==> src/hw/rtl/rbss_pkg.sv <==
`timescale 1ns / 1ps
// ----------------------------------------------------------------------------
// rbss_pkg
// Shared widths, constants and register indexes for the region band
// smoothstep weight engine.
// ----------------------------------------------------------------------------
package rbss_pkg;

    localparam int FRAC_BITS   = 16;
    localparam int VAL_W       = FRAC_BITS + 1;      // Q1.16 values
    localparam int IDX_W       = 3;
    localparam int INV_W       = 32;                 // Q16.16 reciprocal
    localparam int INV_HALF_W  = INV_W / 2;
    localparam int RCNT_W      = 3;
    localparam int NUM_BOUNDS  = 4;
    localparam int BIDX_W      = 2;
    localparam int MAX_REGIONS = 5;
    localparam int MIN_REGIONS = 2;

    localparam int K_W    = VAL_W + 1;               // 3*ONE - 2x
    localparam int PP_W   = VAL_W + INV_HALF_W;      // diff * half of reciprocal
    localparam int XR_W   = PP_W + 1;
    localparam int SQ_W   = 2 * VAL_W;
    localparam int PROD_W = VAL_W + K_W;

    localparam int CFG_IDX_W  = 8;
    localparam int CFG_DATA_W = 32;

    localparam int IN_DATA_W   = 24;
    localparam int OUT_DATA_W  = 40;
    localparam int OUT_IDX_LSB = 0;
    localparam int OUT_RW_LSB  = OUT_IDX_LSB + IDX_W;
    localparam int OUT_PW_LSB  = OUT_RW_LSB + VAL_W;
    localparam int OUT_PAD_W   = OUT_DATA_W - OUT_PW_LSB - VAL_W;

    typedef logic [VAL_W-1:0] val_t;
    typedef logic [IDX_W-1:0] idx_t;

    localparam val_t ONE  = val_t'(1) << FRAC_BITS;
    localparam val_t HALF = val_t'(1) << (FRAC_BITS - 1);
    localparam logic [K_W-1:0] THREE_ONE = K_W'(3) << FRAC_BITS;

    // register indexes on the config port
    localparam logic [CFG_IDX_W-1:0] REG_BLEND_MODE  = 8'd0;
    localparam logic [CFG_IDX_W-1:0] REG_TRANS_WIDTH = 8'd1;
    localparam logic [CFG_IDX_W-1:0] REG_INV_WIDTH   = 8'd2;
    localparam logic [CFG_IDX_W-1:0] REG_REGION_CNT  = 8'd3;
    localparam logic [CFG_IDX_W-1:0] REG_BOUND_0     = 8'd4;
    localparam logic [CFG_IDX_W-1:0] REG_BOUND_1     = 8'd5;
    localparam logic [CFG_IDX_W-1:0] REG_BOUND_2     = 8'd6;
    localparam logic [CFG_IDX_W-1:0] REG_BOUND_3     = 8'd7;

    localparam logic [RCNT_W-1:0] RCNT_RESET = 3'd3;
    localparam val_t BOUND_0_RESET = 17'd21845;
    localparam val_t BOUND_1_RESET = 17'd43691;
    localparam val_t BOUND_2_RESET = 17'd65536;
    localparam val_t BOUND_3_RESET = 17'd65536;

endpackage

==> src/hw/rtl/region_band_smoothstep_weights.sv <==
`timescale 1ns / 1ps
// ----------------------------------------------------------------------------
// region_band_smoothstep_weights
// Finds the region of a Q1.16 position and, inside the blend band above the
// lower boundary, splits weight between it and the previous region with a
// smoothstep curve.
// ----------------------------------------------------------------------------
//  channel | direction | handshake           | payload
//  --------+-----------+---------------------+-----------------------------------
//  s_      | in        | s_tvalid / s_tready | tdata: position
//  m_      | out       | m_tvalid / m_tready | tdata: index, weights; tuser: blending
//  cfg_    | in        | cfg_valid/cfg_ready | cfg_index, cfg_data
//
//  One position per cycle sustained while the output is not stalled.
//  Eight register stages: search, band check, split reciprocal multiply,
//  round/clamp, square, round, cubic multiply, output register.
//  Reset clears the stage valid bits and loads the register defaults.
//  Each stage moves whenever the stage after it is empty or moving, so a
//  stalled output still lets requests fill the bubbles behind it.
//  cfg_ready is always high.
module region_band_smoothstep_weights
(
    input  logic                              clk,
    input  logic                              rst_n,
    input  logic                              s_tvalid,
    output logic                              s_tready,
    input  logic [rbss_pkg::IN_DATA_W-1:0]    s_tdata,   // [16:0] position
    output logic                              m_tvalid,
    input  logic                              m_tready,
    output logic [rbss_pkg::OUT_DATA_W-1:0]   m_tdata,   // [2:0] region_index,
                                                         // [19:3] region_weight,
                                                         // [36:20] previous_weight
    output logic                              m_tuser,   // [0] blending
    input  logic                              cfg_valid,
    output logic                              cfg_ready,
    input  logic [rbss_pkg::CFG_IDX_W-1:0]    cfg_index,
    input  logic [rbss_pkg::CFG_DATA_W-1:0]   cfg_data
);
    import rbss_pkg::*;

    localparam int NUM_STAGES = 8;

    // configuration
    logic                   blend_mode_reg;
    val_t                   trans_width_reg;
    logic [INV_W-1:0]       inv_width_reg;
    logic [RCNT_W-1:0]      region_cnt_reg;
    val_t                   bound_reg [NUM_BOUNDS];

    // pipeline control
    logic [NUM_STAGES-1:0]  valid_reg;
    logic [NUM_STAGES-1:0]  valid_next;
    logic [NUM_STAGES-1:0]  adv;

    // index rides along with each stage, the blend flag with each stage from stage 1 on
    idx_t                   idx_reg   [NUM_STAGES];
    idx_t                   idx_next;
    logic                   blend_reg [1:NUM_STAGES-1];
    logic                   blend_next;

    // payload per stage
    val_t                   pos_reg, pos_next;
    val_t                   diff_reg, diff_next;
    logic [PP_W-1:0]        plo_reg, plo_next;
    logic [PP_W-1:0]        phi_reg, phi_next;
    val_t                   x_reg, x_next;
    logic [SQ_W-1:0]        sq_reg, sq_next;
    logic [K_W-1:0]         k_reg, k_next;
    val_t                   x2_reg, x2_next;
    logic [K_W-1:0]         k2_reg, k2_next;
    logic [PROD_W-1:0]      prod_reg, prod_next;
    val_t                   rw_reg, rw_next;
    val_t                   pw_reg, pw_next;

    // stage-local combinational values
    logic [RCNT_W-1:0]      n_eff;
    logic                   found;
    logic [BIDX_W-1:0]      bsel;
    idx_t                   idx_m1;
    val_t                   bnd;
    logic [VAL_W:0]         band_top;
    logic [XR_W-1:0]        lo_rnd;
    logic [XR_W-1:0]        x_raw;
    logic [SQ_W-1:0]        sq_rnd;
    logic [PROD_W-1:0]      w_rnd;
    logic [PROD_W-FRAC_BITS-1:0] w_sh;
    val_t                   w_val;

    //--------------------------------------------------------------------
    // config port
    //--------------------------------------------------------------------
    assign cfg_ready = 1'b1;

    always_ff @(posedge clk or negedge rst_n)
    begin
        if (!rst_n)
        begin
            blend_mode_reg  <= 1'b0;
            trans_width_reg <= '0;
            inv_width_reg   <= '0;
            region_cnt_reg  <= RCNT_RESET;
            bound_reg[0]    <= BOUND_0_RESET;
            bound_reg[1]    <= BOUND_1_RESET;
            bound_reg[2]    <= BOUND_2_RESET;
            bound_reg[3]    <= BOUND_3_RESET;
        end
        else if (cfg_valid && cfg_ready)
        begin
            unique case (cfg_index)
                REG_BLEND_MODE:  blend_mode_reg  <= cfg_data[0];
                REG_TRANS_WIDTH: trans_width_reg <= cfg_data[VAL_W-1:0];
                REG_INV_WIDTH:   inv_width_reg   <= cfg_data[INV_W-1:0];
                REG_REGION_CNT:  region_cnt_reg  <= cfg_data[RCNT_W-1:0];
                REG_BOUND_0:     bound_reg[0]    <= cfg_data[VAL_W-1:0];
                REG_BOUND_1:     bound_reg[1]    <= cfg_data[VAL_W-1:0];
                REG_BOUND_2:     bound_reg[2]    <= cfg_data[VAL_W-1:0];
                REG_BOUND_3:     bound_reg[3]    <= cfg_data[VAL_W-1:0];
                default:         ;
            endcase
        end
    end

    //--------------------------------------------------------------------
    // stage advance: a stage moves when it is empty or the next one moves
    //--------------------------------------------------------------------
    always_comb
    begin
        adv[NUM_STAGES-1] = !valid_reg[NUM_STAGES-1] || m_tready;
        for (int k = NUM_STAGES - 2; k >= 0; k--)
        begin
            adv[k] = !valid_reg[k] || adv[k+1];
        end
        valid_next[0] = s_tvalid;
        for (int k = 1; k < NUM_STAGES; k++)
        begin
            valid_next[k] = valid_reg[k-1];
        end
    end

    assign s_tready = adv[0];

    always_ff @(posedge clk or negedge rst_n)
    begin
        if (!rst_n)
        begin
            valid_reg <= '0;
        end
        else
        begin
            valid_reg <= (valid_next & adv) | (valid_reg & ~adv);
        end
    end

    //--------------------------------------------------------------------
    // stage 0: region search
    //--------------------------------------------------------------------
    always_comb
    begin
        pos_next = s_tdata[VAL_W-1:0];
        if (region_cnt_reg < RCNT_W'(MIN_REGIONS))
            n_eff = RCNT_W'(MIN_REGIONS);
        else if (region_cnt_reg > RCNT_W'(MAX_REGIONS))
            n_eff = RCNT_W'(MAX_REGIONS);
        else
            n_eff = region_cnt_reg;

        // first boundary at or above the position; last region catches the rest
        idx_next = IDX_W'(n_eff - RCNT_W'(1));
        found    = 1'b0;
        for (int i = 0; i < NUM_BOUNDS; i++)
        begin
            if (!found && (RCNT_W'(i + 1) < n_eff) && (pos_next <= bound_reg[i]))
            begin
                idx_next = IDX_W'(i);
                found    = 1'b1;
            end
        end
    end

    //--------------------------------------------------------------------
    // stage 1: lower boundary, offset into band, band check
    //--------------------------------------------------------------------
    always_comb
    begin
        idx_m1     = idx_reg[0] - IDX_W'(1);
        bsel       = idx_m1[BIDX_W-1:0];
        bnd        = bound_reg[bsel];
        band_top   = {1'b0, bnd} + {1'b0, trans_width_reg};
        diff_next  = pos_reg - bnd;
        blend_next = blend_mode_reg && (trans_width_reg != '0) &&
                     (idx_reg[0] != '0) && ({1'b0, pos_reg} < band_top);
    end

    //--------------------------------------------------------------------
    // stage 2: diff * inverse_width, split into two 16-bit halves
    //--------------------------------------------------------------------
    always_comb
    begin
        plo_next = PP_W'(diff_reg) * PP_W'(inv_width_reg[INV_HALF_W-1:0]);
        phi_next = PP_W'(diff_reg) * PP_W'(inv_width_reg[INV_W-1:INV_HALF_W]);
    end

    //--------------------------------------------------------------------
    // stage 3: x = round(diff * inv), clamped to one
    //--------------------------------------------------------------------
    always_comb
    begin
        lo_rnd = XR_W'(plo_reg) + XR_W'(HALF);
        x_raw  = XR_W'(phi_reg) + (lo_rnd >> FRAC_BITS);
        x_next = (x_raw > XR_W'(ONE)) ? ONE : x_raw[VAL_W-1:0];
    end

    //--------------------------------------------------------------------
    // stage 4: x*x and 3 - 2x
    //--------------------------------------------------------------------
    always_comb
    begin
        sq_next = SQ_W'(x_reg) * SQ_W'(x_reg);
        k_next  = THREE_ONE - {x_reg, 1'b0};
    end

    //--------------------------------------------------------------------
    // stage 5: round the square
    //--------------------------------------------------------------------
    always_comb
    begin
        sq_rnd  = sq_reg + SQ_W'(HALF);
        x2_next = sq_rnd[FRAC_BITS +: VAL_W];
        k2_next = k_reg;
    end

    //--------------------------------------------------------------------
    // stage 6: x2 * (3 - 2x)
    //--------------------------------------------------------------------
    always_comb
    begin
        prod_next = PROD_W'(x2_reg) * PROD_W'(k2_reg);
    end

    //--------------------------------------------------------------------
    // stage 7: round, clamp, split weights (output register)
    //--------------------------------------------------------------------
    always_comb
    begin
        w_rnd   = prod_reg + PROD_W'(HALF);
        w_sh    = w_rnd[PROD_W-1:FRAC_BITS];
        w_val   = (w_sh > (PROD_W-FRAC_BITS)'(ONE)) ? ONE : w_sh[VAL_W-1:0];
        rw_next = blend_reg[6] ? w_val : ONE;
        pw_next = blend_reg[6] ? (ONE - w_val) : '0;
    end

    //--------------------------------------------------------------------
    // payload registers
    //--------------------------------------------------------------------
    always_ff @(posedge clk)
    begin
        if (adv[0])
            idx_reg[0] <= idx_next;
        for (int k = 1; k < NUM_STAGES; k++)
        begin
            if (adv[k])
                idx_reg[k] <= idx_reg[k-1];
        end
        if (adv[1])
            blend_reg[1] <= blend_next;
        for (int k = 2; k < NUM_STAGES; k++)
        begin
            if (adv[k])
                blend_reg[k] <= blend_reg[k-1];
        end
        if (adv[0])
            pos_reg <= pos_next;
        if (adv[1])
            diff_reg <= diff_next;
        if (adv[2])
        begin
            plo_reg <= plo_next;
            phi_reg <= phi_next;
        end
        if (adv[3])
            x_reg <= x_next;
        if (adv[4])
        begin
            sq_reg <= sq_next;
            k_reg  <= k_next;
        end
        if (adv[5])
        begin
            x2_reg <= x2_next;
            k2_reg <= k2_next;
        end
        if (adv[6])
            prod_reg <= prod_next;
        if (adv[7])
        begin
            rw_reg <= rw_next;
            pw_reg <= pw_next;
        end
    end

    assign m_tvalid = valid_reg[NUM_STAGES-1];
    assign m_tuser  = blend_reg[NUM_STAGES-1];
    assign m_tdata  = {{OUT_PAD_W{1'b0}}, pw_reg, rw_reg, idx_reg[NUM_STAGES-1]};

endmodule

==> config.mk <==
export PLATFORM = sky130hd
export DESIGN_NAME = region_band_smoothstep_weights
export DESIGN_NICKNAME = d
export VERILOG_FILES = /design/src/hw/rtl/rbss_pkg.sv /design/src/hw/rtl/region_band_smoothstep_weights.sv
export SDC_FILE = /design/constraint.sdc
export NUM_CORES = 2
export LEC_CHECK = 0
export BUFFER_PORTS_ARGS = -buffer_cell sky130_fd_sc_hd__buf_4
export CORE_MARGIN = 2
export CORE_UTILIZATION = 35
export CTS_CLUSTER_DIAMETER = 50
export DETAILED_ROUTE_END_ITERATION = 16
export PLACE_DENSITY = 0.49
export SETUP_SLACK_MARGIN = 0.5
export SYNTH_ARGS = -nofsm -noshare
export SYNTH_HDL_FRONTEND = slang
export SYNTH_SLANG_ARGS = --single-unit
==> constraint.sdc <==
create_clock -name clk -period 6 [get_ports clk]
set_input_delay 0.9 -clock clk [delete_from_list [all_inputs] [get_ports clk]]
set_output_delay 0.9 -clock clk [all_outputs]
set_load 0.02 [all_outputs]
# Word-level counts from Yosys, hierarchy flattened

Memory sizes are Yosys's and may differ from the RTL's.
Cells that the tools add are included.

Input bits: 69
Memory bits (writable): 31
Logic and storage cells: 132
Bits in registers: 401
Output and inout port bits: 44
Memories kept: 2

Memories:

| memory    | words | bits a word | read ports | clocked after Yosys merged registers in | wr ports | line                                 | RTL |
|---|---|---|---|---|---|---|---|
| idx_reg   | 8     | 3           | 8          | 0                                       | 8        | region_band_smoothstep_weights.sv:56 | `idx_t idx_reg [NUM_STAGES];` |
| blend_reg | 7     | 1           | 7          | 0                                       | 7        | region_band_smoothstep_weights.sv:58 | `logic blend_reg [1:NUM_STAGES-1];` |

Multipliers: 4
Add/sub/neg operators: 10
Bitwise operators: 5
$lt $le $gt $ge: 14
Equal/unequal tests: 7
Muxes and demuxes: 29
Reductions and logical operators: 40

Operator list:

| operator                                                         | count |
|---|---|
| <= comparator 17 bit                                             | 4 |
| multiplier 17 x 16 -> 33 bit                                     | 2 |
| two-way mux 17 bit                                               | 3 |
| adder 35 x 16 -> 35 bit (second input constant)                  | 1 |
| multiplier 17 x 18 -> 35 bit                                     | 1 |
| adder 33 x 16 -> 34 bit (second input constant)                  | 1 |
| adder 33 x 18 -> 34 bit                                          | 1 |
| binary-select mux 17 bit (select 2 bit)                          | 1 |
| greater-than comparator 34 x 17 -> 1 bit (second input constant) | 1 |
| adder 33 x 16 -> 33 bit (second input constant)                  | 1 |
| multiplier 17 x 17 -> 33 bit                                     | 1 |
| equality test 8 x 3 -> 1 bit (second input constant)             | 4 |
| greater-than comparator 19 x 17 -> 1 bit (second input constant) | 1 |
| two-way mux 1 bit                                                | 19 |
| adder 17 x 17 -> 18 bit                                          | 1 |
| < comparator 17 x 18 -> 1 bit                                    | 1 |
| two-way mux 3 bit                                                | 6 |
| subtractor 18 bit (first input constant)                         | 1 |
| nonzero test 17 bit                                              | 1 |
| subtractor 17 bit                                                | 1 |
| subtractor 17 bit (first input constant)                         | 1 |
| AND 8 bit                                                        | 2 |
| equality test 8 x 2 -> 1 bit (second input constant)             | 2 |
| AND reduction 2 bit                                              | 8 |
| other kinds (17)                                                 | 44 |

# Longest topological paths before layout

Word-level depth: 18
Depth in mapped cells: 27
Depth with buffers taken out: 24

# Worst setup path before layout

Ideal clock, no wire load.

Path type: flip-flop to flip-flop
From: register inv_width_reg[23]
To: register phi_reg[32], data pin
Clock period less this slack: 6484 ps
Stages on the path, launching flop included: 26
Arrival time: 6224 ps
Path slack: -484 ps
Cells stage by stage: dfrtp_1 > clkbuf_1 > clkbuf_1 > nand2_1 > fa_1 > inv_1 > fa_1 > inv_1 > fa_1 > inv_1 > fa_1 > fa_1 > inv_1 > fa_1 > inv_1 > ha_1 > a21o_1 > a21o_1 > or3_1 > o21bai_1 > o2111ai_1 > o221ai_1 > a21oi_1 > a211o_1 > a21oi_1 > xnor2_1

Cells in the longest elaborated chain, start to end: 1

Ends and longest elaborated chain:

| item                         | line                                  | RTL |
|---|---|---|
| from (decl)                  | region_band_smoothstep_weights.sv:46  | `logic [INV_W-1:0] inv_width_reg;` |
| from (signal assigned)       | region_band_smoothstep_weights.sv:112 | `REG_INV_WIDTH: inv_width_reg <= cfg_data[INV_W-1:0];` |
| multiplier 17 x 16 -> 33 bit | region_band_smoothstep_weights.sv:200 | `phi_next = PP_W'(diff_reg) * PP_W'(inv_width_reg[INV_W-1:INV_HALF_W]);` |
| net phi_next[32]             | region_band_smoothstep_weights.sv:65  | `logic [PP_W-1:0] phi_reg, phi_next;` |
| to (signal assigned)         | region_band_smoothstep_weights.sv:278 | `phi_reg <= phi_next;` |
| to (decl)                    | region_band_smoothstep_weights.sv:65  |  |

The timed path passes the listed nets, and every way through them passes these cells.
A chain may end at the register's enable or synchronous reset.

# Worst setup path in the final report

From: register diff_reg[6]
To: register phi_reg[32], data pin

Cells in the longest elaborated chain, start to end: 1

Ends and longest elaborated chain:

| item                         | line                                  | RTL |
|---|---|---|
| from (decl)                  | region_band_smoothstep_weights.sv:63  | `val_t diff_reg, diff_next;` |
| from (signal assigned)       | region_band_smoothstep_weights.sv:274 | `diff_reg <= diff_next;` |
| multiplier 17 x 16 -> 33 bit | region_band_smoothstep_weights.sv:200 |  |
| net phi_next[32]             | region_band_smoothstep_weights.sv:65  |  |

The timed path passes the listed nets, and every way through them passes these cells.

==> impl_metrics.py <==
metrics = {
    "routing": {
        "drc": 0,
        "dr_total_vias": 37280,
        "firstDrtPassIters": 7,
        "drt_iter0_markers": 1457,
        "wl_per_cell_microns": 16.89,
        "ant_nets": 0,
        "drt-total-wl_mm": 134.5,
        "viasPerCell": 4.680,
    },
    "sta": {
        "finalClockSkew_ps": 108.5,
        "drv_slew": 0,
        "max_freq_ghz": 0.1604,
        "setup-violations-final": 18,
        "rsz0062_at_grt": "true",
        "worst_slew_pin_slew_ps": 1193,
        "finalCritPeriodShare_pct": 103.9,
        "fin_crit_ps": 6235,
        "hold_viol": 0,
        "layout_setup_ws_ps": -235.0,
        "relSlewSlack_pct": 20.24,
    },
    "worst_setup_path": {
        "cp-start-kind": "register",
        "critPathRequiredTime_ps": 6430,
        "crit_fanout": 10,
        "r2r_setup_slack_ps": -230,
        "crit_arrival_ps": 6660,
        "crit_type": "reg2reg",
        "end_kind": "register",
    },
    "yosys": {
        "avgSynthCellArea_sq_um": 9.929,
        "ys.flop_type": "edfxtp_1",
        "ys_seq_area_share_pct": 20.30,
        "yosys.area.top_type": "fa_1",
        "asyncSetResetFlopFracSynth_pct": 33.59,
        "ys_ff_latch": 384,
        "synth.area.top_cells": "fa_1 31%, edfxtp_1 14%, ha_1 13%",
        "ys_types": 80,
        "synthesis.area_sq_mm": 0.05376,
        "yosysWarnings": 0,
        "synth-edff-count": 255,
        "synth_cells": 5415,
        "netlist.area_leader.share_pct": 30.91,
    },
    "status": {
        "outcome": "complete, but fails checks",
        "violations": "setup timing",
    },
    "worst_hold_path": {
        "hp-class": "in2async",
    },
    "grt": {
        "grt_max_degree": 77,
        "grt-ovfl-total": 0,
        "grt_pass1_wl_mm": 220.9,
        "grtUsageTotal_pct": 17.71,
        "grt_pass1_vias": 40500,
        "antenna_found_initial": 2,
    },
    "die": {
        "start_util_pct": 35.31,
        "ios": 113,
        "die_w_microns": 395.9,
        "std_cell_rows": 143,
        "die_h_microns": 395.9,
        "core_area_sq_mm": 0.1523,
        "die_area_sq_mm": 0.1568,
    },
    "cells_and_area": {
        "syn_to_final_growth_pct": 19.06,
        "largest_register_ffs": 68,
        "final_cells": 7965,
        "num_antenna_cells": 0,
        "fin_nets": 7344,
        "drive_above_1_share_pct": 19.83,
        "nFillCells": 14920,
    },
    "placement": {
        "dp_cells": 7779,
        "dpl.hpwl_mm": 113.0,
        "io_buffers": 101,
        "place_congestion": 0.8295,
    },
    "cts": {
        "cts_buffer_depth": 3,
        "cts.hold.buffers_added": 0,
        "cts_tree": "yes",
        "h-tree-depth": 2,
        "clkSinkCount": 384,
        "root_buffer": "clkbuf_16",
        "cts_buffers": 61,
        "clk_pin_slew_worst_paths_ps": 60,
        "clk_latency_ps": 740,
    },
    "flow_run": {
        "max-cap-violations": 0,
    },
}
## placed cells by master (no fill, tap or decap), types with 14 or more instances in the layout
cell          n
nand3_1      57
fa_1        809
nor4_1       21
nand4_1      38
a21oi_1      71
a211oi_1     14
nor2b_1      28
or3_1        20
o21ai_0      51
and2_1      410
fa_2         21
and3_1       41
a21o_1       70
ha_4         28
buf_6        61
nor3_1       47
xnor2_1     133
and2_4       34
dfstp_2      21
o21a_1       42
buf_12       14
inv_2        33
nor2_2       17
mux4_2       17
clkbuf_16    64
buf_4       525
inv_1      1091
nand2_1     588
nand2b_1     27
nor2_1      115
edfxtp_1    255
mux2_2      124
ha_1        527
a21oi_2      37
dfrtp_1      99
xor2_1       63
## logic make-up after synthesis
family	synth area share, %
adder cells (fa/ha/maj)	43.96
other	0.01397
flip-flops	20.30
XOR/XNOR	3.323
AND/OR/NAND/NOR	14.41
AO/OA/AOI/OAI	5.208
buffers and inverters	9.330
multiplexers	3.458
## worst paths after layout
check | from | endpoint | depth (start not counted)
min in group clk | k2_next[8]$_DFFE_PP_ | k2_reg[8]$_DFFE_PP_ | 0
worst max register to register | diff_reg[6]$_DFFE_PN_ | phi_reg[32]$_DFFE_PN_ | 21
worst max-delay path | diff_reg[6]$_DFFE_PN_ | phi_reg[32]$_DFFE_PN_ | 21
worst min-delay path | rst_n | trans_width_reg[8]$_DFFE_PN0P_ | 1
max in group asynchronous | rst_n | inv_width_reg[3]$_DFFE_PN0P_ | 2
worst min register to register | k2_next[8]$_DFFE_PP_ | k2_reg[8]$_DFFE_PP_ | 0
## critical path, cell delays in order, from the launching register on
cell       delay [ps]
edfxtp_1          410
buf_12            170
and2_1            160
fa_1              520
inv_1              60
fa_2              550
fa_2              450
fa_1              560
inv_1              50
fa_1              490
fa_1              420
ha_2              190
or3_1             300
or3_1             370
o21bai_1          140
buf_4             160
o2111ai_4         120
o221ai_2          190
a21oi_2           100
a211o_1           270
a21oi_2           140
xnor2_1            80
## layer usage
| metal | GRT usage, % | up-vias | part of all wire, % |
|---|---|---|---|
| met1 | 22.89 | 18650 | 45 |
| met4 | 5.031 | 0 | 2.9 |
| met3 | 1.899 | 173 | 3.1 |
| met2 | 31.23 | 514 | 49 |
| met5 | 0 | - | 0 |
| li1 | - | 17940 | - |
## repair_timing
item | CTS | global route
gates resized for setup | 194 | 123
pin swaps | 123 | 93
endpoints found under the setup margin | 72 | 78
buffers inserted | 53 | 19
## per-stage QoR
stage                     utilization, %  worst slack, ps  cell area (sq um)  hold WS [ps]  setup TNS [ps]
after global placement             39.45           -419.6              60060         400.6           -8477
after CTS                          41.64           -247.4              63400         271.0           -2779
after floorplan                        -           -105.3              54530         400.3          -109.1
final                              42.04           -235.0              64010         293.9           -1509
after detailed placement           39.45           -473.1              60060         404.5           -9786
after global routing               42.04           -483.3              64010         308.6          -10170
## cell type report
cell class / instances / area, sq um / share of cell area (%)
Multi-Input combinational cell: 3710 / 39220 / 61.27
Inverter: 1124 / 4219 / 6.591
Sequential cell: 384 / 10920 / 17.06
Tap cell: 2030 / 2540 / 3.968
Clock inverter: 39 / 473.0 / 0.7389
Timing Repair Buffer: 603 / 4954 / 7.738
Clock buffer: 75 / 1683 / 2.629
## Yosys cell counts (22+ instances only)
cell type and n:
ha_1 561, nor4_1 22, nand3_1 61, dfrtp_1 108, and3_1 41, nor2_1 134, a21o_1 70, o21ai_0 71
nor2b_1 30, o21a_1 43, fa_1 830, xor2_1 66, a21oi_1 111, nand2_1 603, inv_1 1124, nand4_1 38
or3_1 22, clkbuf_1 187, nor3_1 57, edfxtp_1 255, xnor2_1 138, and2_1 445, nand2b_1 27, mux2_2 124
Power is left out: the tool's default activity adds up to more than one toggle a clock period on the data nets, which glitch-free logic cannot reach.
